===== config.mk =====
export PLATFORM = sky130hd
export DESIGN_NAME = sensor_ack_frame_parser_flat
export DESIGN_NICKNAME = d
export VERILOG_FILES = /design/src/sv/safp_pkg.sv /design/src/sv/safp_in_if.sv /design/src/sv/safp_out_if.sv /design/src/sv/sensor_ack_frame_parser.sv /design/src/flat_wrapper.sv
export SDC_FILE = /design/constraint.sdc
export NUM_CORES = 1
export LEC_CHECK = 0
export BUFFER_PORTS_ARGS = -buffer_cell sky130_fd_sc_hd__buf_4
export CAP_MARGIN = 20
export CORE_MARGIN = 2
export CORE_UTILIZATION = 60
export CTS_CLUSTER_DIAMETER = 50
export DETAILED_ROUTE_END_ITERATION = 8
export GPL_TIMING_DRIVEN = 0
export PLACE_DENSITY = 0.91
export SETUP_SLACK_MARGIN = 0.1
export SLEW_MARGIN = 20
export SYNTH_ARGS = -nofsm -noshare
export SYNTH_HDL_FRONTEND = slang
export SYNTH_SLANG_ARGS = --single-unit

===== constraint.sdc =====
create_clock -name clk -period 5.56 [get_ports clk]
set_input_delay 1.668 -clock clk [delete_from_list [all_inputs] [get_ports clk]]
set_output_delay 1.668 -clock clk [all_outputs]
set_load 0.005 [all_outputs]

===== src/sv/safp_pkg.sv =====
// ----------------------------------------------------------------------------
// safp_pkg
// types and constants shared by the acknowledge frame parser and its channels
// ----------------------------------------------------------------------------
package safp_pkg;

  localparam int unsigned OPCODE_W   = 2;
  localparam int unsigned BYTE_W     = 8;
  localparam int unsigned STATUS_W   = 3;
  localparam int unsigned LEN_W      = 16;
  localparam int unsigned SUM_W      = 16;
  localparam int unsigned TICK_W     = 16;
  localparam int unsigned CNT_W      = 6;

  localparam logic [BYTE_W-1:0]  START_HI      = 8'hEF;
  localparam logic [BYTE_W-1:0]  START_LO      = 8'h01;
  localparam logic [BYTE_W-1:0]  TYPE_ACK      = 8'h07;
  localparam logic [LEN_W-1:0]   MIN_LEN       = 16'd3;
  localparam logic [LEN_W-1:0]   MAX_PAYLOAD   = 16'd32;
  localparam logic [TICK_W-1:0]  TIMEOUT_RESET = 16'd900;
  localparam logic [TICK_W-1:0]  TICK_MAX      = 16'hFFFF;

  // header byte positions
  localparam logic [CNT_W-1:0] IDX_START_HI = 6'd0;
  localparam logic [CNT_W-1:0] IDX_START_LO = 6'd1;
  localparam logic [CNT_W-1:0] IDX_TYPE     = 6'd6;
  localparam logic [CNT_W-1:0] IDX_LEN_HI   = 6'd7;
  localparam logic [CNT_W-1:0] IDX_LEN_LO   = 6'd8;

  typedef enum logic [OPCODE_W-1:0] {
    OP_BYTE  = 2'd0,
    OP_TICK  = 2'd1,
    OP_START = 2'd2
  } opcode_t;

  typedef enum logic [STATUS_W-1:0] {
    ST_OK         = 3'd0,
    ST_BAD_HEADER = 3'd1,
    ST_BAD_LENGTH = 3'd2,
    ST_BAD_SUM    = 3'd3,
    ST_TIMEOUT    = 3'd4
  } status_t;

endpackage


===== src/sv/safp_in_if.sv =====
// ----------------------------------------------------------------------------
// safp_in_if
// input channel: one received byte, tick or start event per transfer
// ----------------------------------------------------------------------------
interface safp_in_if
  import safp_pkg::*;
();
  logic                valid;
  logic                ready;
  logic [OPCODE_W-1:0] opcode;
  logic [BYTE_W-1:0]   rx_byte;

  modport source (output valid, output opcode, output rx_byte, input ready);
  modport sink   (input valid, input opcode, input rx_byte, output ready);
endinterface


===== src/sv/safp_out_if.sv =====
// ----------------------------------------------------------------------------
// safp_out_if
// result channel: one parse outcome per transfer
// ----------------------------------------------------------------------------
interface safp_out_if
  import safp_pkg::*;
();
  logic                valid;
  logic                ready;
  logic [STATUS_W-1:0] status;
  logic [BYTE_W-1:0]   ack_byte;
  logic [LEN_W-1:0]    frame_length;

  modport source (output valid, output status, output ack_byte, output frame_length,
                  input ready);
  modport sink   (input valid, input status, input ack_byte, input frame_length,
                  output ready);
endinterface


===== src/sv/sensor_ack_frame_parser.sv =====
// ----------------------------------------------------------------------------
// sensor_ack_frame_parser
// parses one acknowledge frame from a serial byte stream after a start event
// ----------------------------------------------------------------------------
// usage
//   in_ch  : one event per transfer: a received byte, a time tick or a start
//            that arms the parser and restarts reception at the first header
//            byte; bytes and ticks while not armed are dropped silently
//   out_ch : one result per finished or failed frame: status, ack code and
//            the length field; the parser disarms after each result
//   cfg_*  : tick_limit, ticks allowed per header or trailer phase; write
//            it only while no frame is in progress
// timing
//   each event is handled in the cycle it is taken; a result appears on
//   out_ch in the cycle after the transfer that caused it
//   one event per cycle while out_ch is not stalled; the single output register decides
//   ready: in_ch is ready while that register is empty or being drained
// reset
//   rst_n low clears the parser to not armed, empties the output register
//   and loads tick_limit with 900
// stalls
//   while out_ch is stalled with a result waiting, in_ch ready drops, so no
//   event is taken and no result is lost
// ----------------------------------------------------------------------------
module sensor_ack_frame_parser
  import safp_pkg::*;
(
  input  logic              clk,
  input  logic              rst_n,
  safp_in_if.sink           in_ch,
  safp_out_if.source        out_ch,
  input  logic              cfg_we,
  input  logic [TICK_W-1:0] cfg_wdata
);

  // configuration
  logic [TICK_W-1:0] tick_limit_r;

  // frame state
  logic              armed_r,        armed_nxt;
  logic              in_trailer_r,   in_trailer_nxt;
  logic [CNT_W-1:0]  byte_count_r,   byte_count_nxt;
  logic              header_bad_r,   header_bad_nxt;
  logic [LEN_W-1:0]  length_field_r, length_field_nxt;
  logic [SUM_W-1:0]  running_sum_r,  running_sum_nxt;
  logic [BYTE_W-1:0] first_byte_r,   first_byte_nxt;
  logic [BYTE_W-1:0] sum_high_r,     sum_high_nxt;
  logic [TICK_W-1:0] tick_count_r,   tick_count_nxt;

  // output register
  logic              out_valid_r,    out_valid_nxt;
  status_t           status_r,       status_nxt;
  logic [BYTE_W-1:0] ack_byte_r,     ack_byte_nxt;
  logic [LEN_W-1:0]  frame_len_r,    frame_len_nxt;

  // per-event helpers
  logic              accept;
  logic              emit;
  opcode_t           op;
  logic [BYTE_W-1:0] rx_b;
  logic [TICK_W-1:0] tick_inc;
  logic              hdr_bad;
  logic [LEN_W-1:0]  hdr_len;
  logic [CNT_W:0]    idx_plus2;
  logic [CNT_W:0]    trl_len;
  logic [SUM_W-1:0]  got_sum;

  // take a new event whenever the output register is free or draining
  assign in_ch.ready = !out_valid_r || out_ch.ready;
  assign accept      = in_ch.valid && in_ch.ready;
  assign op          = opcode_t'(in_ch.opcode);
  assign rx_b        = in_ch.rx_byte;

  // saturating tick counter
  assign tick_inc = (tick_count_r == TICK_MAX) ? tick_count_r : tick_count_r + 1'b1;

  // header checks, including the byte being taken now
  always_comb begin
    hdr_bad = header_bad_r;
    if (byte_count_r == IDX_START_HI && rx_b != START_HI) hdr_bad = 1'b1;
    if (byte_count_r == IDX_START_LO && rx_b != START_LO) hdr_bad = 1'b1;
    if (byte_count_r == IDX_TYPE && rx_b != TYPE_ACK) hdr_bad = 1'b1;
  end

  always_comb begin
    hdr_len = length_field_r;
    if (byte_count_r == IDX_LEN_HI) hdr_len = {rx_b, 8'h00};
    if (byte_count_r == IDX_LEN_LO) hdr_len = {length_field_r[LEN_W-1:BYTE_W], rx_b};
  end

  // in the trailer the length never exceeds the payload limit, so its low bits do
  assign idx_plus2 = {1'b0, byte_count_r} + 7'd2;
  assign trl_len   = length_field_r[CNT_W:0];
  assign got_sum   = {sum_high_r, rx_b};

  // event handling
  always_comb begin
    armed_nxt        = armed_r;
    in_trailer_nxt   = in_trailer_r;
    byte_count_nxt   = byte_count_r;
    header_bad_nxt   = header_bad_r;
    length_field_nxt = length_field_r;
    running_sum_nxt  = running_sum_r;
    first_byte_nxt   = first_byte_r;
    sum_high_nxt     = sum_high_r;
    tick_count_nxt   = tick_count_r;
    emit             = 1'b0;
    status_nxt       = ST_OK;
    ack_byte_nxt     = '0;
    frame_len_nxt    = length_field_r;

    if (accept) begin
      case (op)
        OP_START: begin
          // drop anything in progress and start a fresh frame
          armed_nxt        = 1'b1;
          in_trailer_nxt   = 1'b0;
          byte_count_nxt   = '0;
          header_bad_nxt   = 1'b0;
          length_field_nxt = '0;
          running_sum_nxt  = '0;
          first_byte_nxt   = '0;
          sum_high_nxt     = '0;
          tick_count_nxt   = '0;
        end
        OP_TICK: begin
          if (armed_r) begin
            tick_count_nxt = tick_inc;
            if (tick_inc >= tick_limit_r) begin
              emit          = 1'b1;
              status_nxt    = ST_TIMEOUT;
              // length is reported only once the header was complete
              frame_len_nxt = in_trailer_r ? length_field_r : '0;
            end
          end
        end
        OP_BYTE: begin
          if (armed_r && !in_trailer_r) begin
            header_bad_nxt   = hdr_bad;
            length_field_nxt = hdr_len;
            frame_len_nxt    = hdr_len;
            if (byte_count_r != IDX_LEN_LO) begin
              byte_count_nxt = byte_count_r + 1'b1;
            end else if (hdr_bad) begin
              emit       = 1'b1;
              status_nxt = ST_BAD_HEADER;
            end else if (hdr_len < MIN_LEN || hdr_len > MAX_PAYLOAD) begin
              emit       = 1'b1;
              status_nxt = ST_BAD_LENGTH;
            end else begin
              // sum seeds with type and both length bytes
              running_sum_nxt = SUM_W'(TYPE_ACK) + SUM_W'(hdr_len[LEN_W-1:BYTE_W])
                              + SUM_W'(hdr_len[BYTE_W-1:0]);
              in_trailer_nxt  = 1'b1;
              byte_count_nxt  = '0;
              tick_count_nxt  = '0;
            end
          end else if (armed_r) begin
            if (byte_count_r == '0) first_byte_nxt = rx_b;
            if (idx_plus2 < trl_len) begin
              running_sum_nxt = running_sum_r + SUM_W'(rx_b);
              byte_count_nxt  = byte_count_r + 1'b1;
            end else if (idx_plus2 == trl_len) begin
              sum_high_nxt   = rx_b;
              byte_count_nxt = byte_count_r + 1'b1;
            end else begin
              emit = 1'b1;
              if (got_sum != running_sum_r) begin
                status_nxt = ST_BAD_SUM;
              end else begin
                status_nxt   = ST_OK;
                ack_byte_nxt = (byte_count_r == '0) ? rx_b : first_byte_r;
              end
            end
          end
        end
        default: begin
          // unused opcode: no effect
        end
      endcase
      if (emit) armed_nxt = 1'b0;
    end
  end

  assign out_valid_nxt = emit || (out_valid_r && !out_ch.ready);

  always_ff @(posedge clk) begin
    if (!rst_n) begin
      tick_limit_r    <= TIMEOUT_RESET;
      armed_r         <= 1'b0;
      in_trailer_r    <= 1'b0;
      byte_count_r    <= '0;
      header_bad_r    <= 1'b0;
      length_field_r  <= '0;
      running_sum_r   <= '0;
      first_byte_r    <= '0;
      sum_high_r      <= '0;
      tick_count_r    <= '0;
      out_valid_r     <= 1'b0;
    end else begin
      if (cfg_we) tick_limit_r <= cfg_wdata;
      armed_r        <= armed_nxt;
      in_trailer_r   <= in_trailer_nxt;
      byte_count_r   <= byte_count_nxt;
      header_bad_r   <= header_bad_nxt;
      length_field_r <= length_field_nxt;
      running_sum_r  <= running_sum_nxt;
      first_byte_r   <= first_byte_nxt;
      sum_high_r     <= sum_high_nxt;
      tick_count_r   <= tick_count_nxt;
      out_valid_r    <= out_valid_nxt;
    end
  end

  // result payload, loaded only when a new result is produced
  always_ff @(posedge clk) begin
    if (emit) begin
      status_r    <= status_nxt;
      ack_byte_r  <= ack_byte_nxt;
      frame_len_r <= frame_len_nxt;
    end
  end

  assign out_ch.valid        = out_valid_r;
  assign out_ch.status       = status_r;
  assign out_ch.ack_byte     = ack_byte_r;
  assign out_ch.frame_length = frame_len_r;

endmodule

===== src/flat_wrapper.sv =====
// flat-port wrapper written by rule: the top's interface ports become plain ports
module sensor_ack_frame_parser_flat import safp_pkg::*;
  (clk, rst_n, cfg_we, cfg_wdata, in_ch_valid, in_ch_opcode, in_ch_rx_byte, in_ch_ready, out_ch_valid, out_ch_status, out_ch_ack_byte, out_ch_frame_length, out_ch_ready);
  safp_in_if in_ch_i ();
  safp_out_if out_ch_i ();
  input  logic clk;
  input  logic rst_n;
  input  logic cfg_we;
  input  logic [TICK_W-1:0] cfg_wdata;
  input wire logic [$bits(in_ch_i.valid)-1:0] in_ch_valid;
  input wire logic [$bits(in_ch_i.opcode)-1:0] in_ch_opcode;
  input wire logic [$bits(in_ch_i.rx_byte)-1:0] in_ch_rx_byte;
  output wire logic [$bits(in_ch_i.ready)-1:0] in_ch_ready;
  output wire logic [$bits(out_ch_i.valid)-1:0] out_ch_valid;
  output wire logic [$bits(out_ch_i.status)-1:0] out_ch_status;
  output wire logic [$bits(out_ch_i.ack_byte)-1:0] out_ch_ack_byte;
  output wire logic [$bits(out_ch_i.frame_length)-1:0] out_ch_frame_length;
  input wire logic [$bits(out_ch_i.ready)-1:0] out_ch_ready;
  assign in_ch_i.valid = in_ch_valid;
  assign in_ch_i.opcode = in_ch_opcode;
  assign in_ch_i.rx_byte = in_ch_rx_byte;
  assign in_ch_ready = in_ch_i.ready;
  assign out_ch_valid = out_ch_i.valid;
  assign out_ch_status = out_ch_i.status;
  assign out_ch_ack_byte = out_ch_i.ack_byte;
  assign out_ch_frame_length = out_ch_i.frame_length;
  assign out_ch_i.ready = out_ch_ready;
  sensor_ack_frame_parser u_core (.clk(clk), .rst_n(rst_n), .in_ch(in_ch_i), .out_ch(out_ch_i), .cfg_we(cfg_we), .cfg_wdata(cfg_wdata));
endmodule

==> flow_summary.toml <==
[layout]
final_area_um2 = 8630
drive_above_1_share = 0.117
n_antenna_cell = 0
syn_to_final_growth_pct = 16.7
final_nets = 1050
n_fill_cell = 926

[setup_path]
crit_chain = "buf_4 -> clkbuf_1 -> inv_1 -> nor2_1 -> a21oi_1 -> ha_1 -> nor4b_1 -> o211ai_1 -> o21ai_0 -> nand2_1 -> a211oi_4 -> nor3_1 -> nor3_2 -> clkinvlp_4"
cp.depth = 14
criticalPathCategory = "in2reg"
path_delay_family = "simple AND/OR/NAND/NOR gates"
critPathBufInv = 4
critPathSlowestCell = "nor3_2"
worstSetupStartpointType = "primary input"
path_max_fanout = 13
cp.required_ns = 5.65
cp.arrival_ns = 5.21
reg2regPathDepth = 15
cpPeakStageDelay_ns = 0.56
end_kind = "register"

[sta]
tightest_slew_ns = 0.986
max-slew-margin-rel = 0.342
fin_setup_tns_ns = 0
layout_setup_ws_ns = 0.434
final_hold_viol_count = 0
drv_slew = 0
finalCritPeriodShare = 0.922
setup_viol = 0
rsz0062_at_grt = "no"
period_needed_ns = 5.13
max_freq_ghz = 0.195
finClkSkew_ns = 0.0106

[cts]
numCtsBuffers = 17
insertion_delay_ns = 0.43
clock_tree.root_cell = "clkbuf_16"
cts_max_path_buffers = 2
cts_hold_repair.buffers = 0
cts.htree.levels = 4
cts_sinks = 117
clk_pin_slew_ns = 0.05
cts_tree = "built"

[yosys]
ys_ff_latch = 117
synth_common_cells = "107 x nand2_1, 97 x nor2_1, 90 x dfxtp_1"
synth.most_common_cell = "nand2_1"
yosysSeqAreaShare = 0.353
avgSynthCellArea_um2 = 8.26
yosysWarnings = 0
syn_area_um2 = 7400
synthFlopType = "dfxtp_1"
syn-num-nets = 972
synth_area_leader_cell = "dfxtp_1"
synth_cell_types = 67
async_flop_share = 0
syn_inst = 895
synth_edf_count = 27
synth.area.top_cells = "dfxtp_1 24%, edfxtp_1 11%, ha_1 7.4%"
synth_top_cell_area_share = 0.244

[power]
p_per_area_nw_per_um2 = 248
vdd_drop_max_v = 0.000185
power.leakage_uw = 0.00327

[global_route]
grt_pass1_vias = 6571
grt_usage = 0.329
grt_remaining_overflow = 0
grt_pass1_wl_mm = 33.5
grt_start_max_net_pins = 28
antenna_found_initial = 0

[hold_path]
hold_class = "reg2reg"
hold_depth = 2

[place]
dp_hpwl_mm = 15.4
gp_congestion = 1.04
preCtsSetupSlack_ns = 0.133
dpl-instance-area_um2 = 8010
numPortBuffers = 57

[status]
status = "complete, no violations"

[route]
wl_mm = 21.5
wl_per_cell_um = 19.0
vias = 7246
drt_pass1_iterations = 7
viasPerCell = 6.40
drtIter0Drc = 874
route.detailed.drc = 0
drtAntennaViolNets = 0

[floorplanning]
core_um2 = 12000
num_rows = 40
dieWidth_um = 115
die_h_um = 115
start_util = 0.616
die_area_um2 = 13200
boundaryPins = 60

[job]
cap_violations = 0
where the power goes:
group	switching, uW	internal (uW)	total, uW
combinational	109	54.0	163
clock	400	695	1090
sequential	4.99	876	881
sequential cells by signal, summed over array words and instances, names as in the netlist:
| name | cells |
|---|---|
| u_core.byte_count_r | 6 |
| u_core.first_byte_r | 8 |
| u_core.armed_r | 1 |
| u_core.running_sum_r | 16 |
| u_core.out_ch.valid | 1 |
| u_core.tick_limit_r | 16 |
| u_core.length_field_r | 16 |
| u_core.header_bad_r | 1 |
| u_core.out_ch.status | 3 |
| u_core.in_trailer_r | 1 |
| u_core.sum_high_r | 8 |
| u_core.tick_count_r | 16 |
| u_core.out_ch.ack_byte | 8 |
| u_core.out_ch.frame_length | 16 |
final timing paths:
kind	from	end	slack (ns)
hold reg to reg	u_core.running_sum_r[0]$_SDFFE_PN0P_	u_core.running_sum_r[0]$_SDFFE_PN0P_	0.46
setup / recovery	in_ch_rx_byte[0]	u_core.out_ch.status[1]$_SDFFCE_PN0P_	0.43
hold / removal	u_core.running_sum_r[0]$_SDFFE_PN0P_	u_core.running_sum_r[0]$_SDFFE_PN0P_	0.46
setup reg to reg	u_core.tick_count_r[6]$_SDFFE_PN0P_	u_core.out_ch.status[1]$_SDFFCE_PN0P_	0.55
layout by cell type (no fill, tap or decap), types with 10 or more instances in the layout:
| cell type | instances |
|---|---|
| mux2i_1 | 29 |
| and2_1 | 13 |
| or4_1 | 10 |
| a22oi_1 | 27 |
| edfxtp_1 | 27 |
| xnor2_1 | 29 |
| o31ai_1 | 10 |
| nand3_1 | 27 |
| nand4_1 | 15 |
| a21oi_1 | 62 |
| o211ai_1 | 13 |
| buf_4 | 58 |
| a22o_1 | 13 |
| clkbuf_1 | 41 |
| o21ai_0 | 33 |
| inv_1 | 42 |
| nand2_1 | 107 |
| nor4_1 | 10 |
| xor2_1 | 13 |
| nor2_1 | 97 |
| a31oi_1 | 13 |
| clkbuf_16 | 18 |
| a21o_1 | 14 |
| nor3_1 | 16 |
| ha_1 | 44 |
| dfxtp_1 | 90 |
final cells by class:
cell class,instances,area (um^2),area share
Buffer,46,198,0.0229
Timing Repair Buffer,58,435,0.0504
Clock inverter,12,126,0.0146
Clock buffer,20,468,0.0542
Sequential cell,117,2610,0.303
Inverter,44,169,0.0196
Tap cell,147,184,0.0213
Multi-Input combinational cell,688,4430,0.513
Timing Repair inverter,1,7.51,0.000870
worst min-delay path: stages (launching register included):
cell	delay [ns]
dfxtp_1	0.31
nand2_1	0.05
a21oi_1	0.05
metrics by stage:
step	power, uW	util	instances	hold slack, ns
final	2140	0.719	1133	0.459
after global placement	1050	0.667	1099	0.443
after floorplan	994	-	895	0.436
after detailed placement	1050	0.667	1099	0.453
after global routing	2190	0.719	1133	0.489
after CTS	2130	0.717	1131	0.460
routing by layer:
layer | wire (um) | global-route usage
met2 | 9600 | 0.506
met3 | 2300 | 0.0896
met1 | 8750 | 0.428
met4 | 859 | 0.161
met5 | 0 | 0
what timing repair did:
| item | 4_1_cts | 5_1_grt |
|---|---|---|
| hold endpoints to repair | 0 | 0 |
| setup buffers | 0 | 1 |
| gates resized for setup | 0 | 3 |
| setup endpoints to repair | 0 | 27 |
kinds of logic after synthesis:
logic type | synth area share
muxes | 0.0438
xor gates and xnor gates | 0.0497
adders and majority gates | 0.0826
AOI/OAI and AO/OA | 0.203
buffers and inverters | 0.0491
DFF | 0.353
and+or+nand+nor | 0.218
Note: power is estimated with default switching activity, not from simulation.
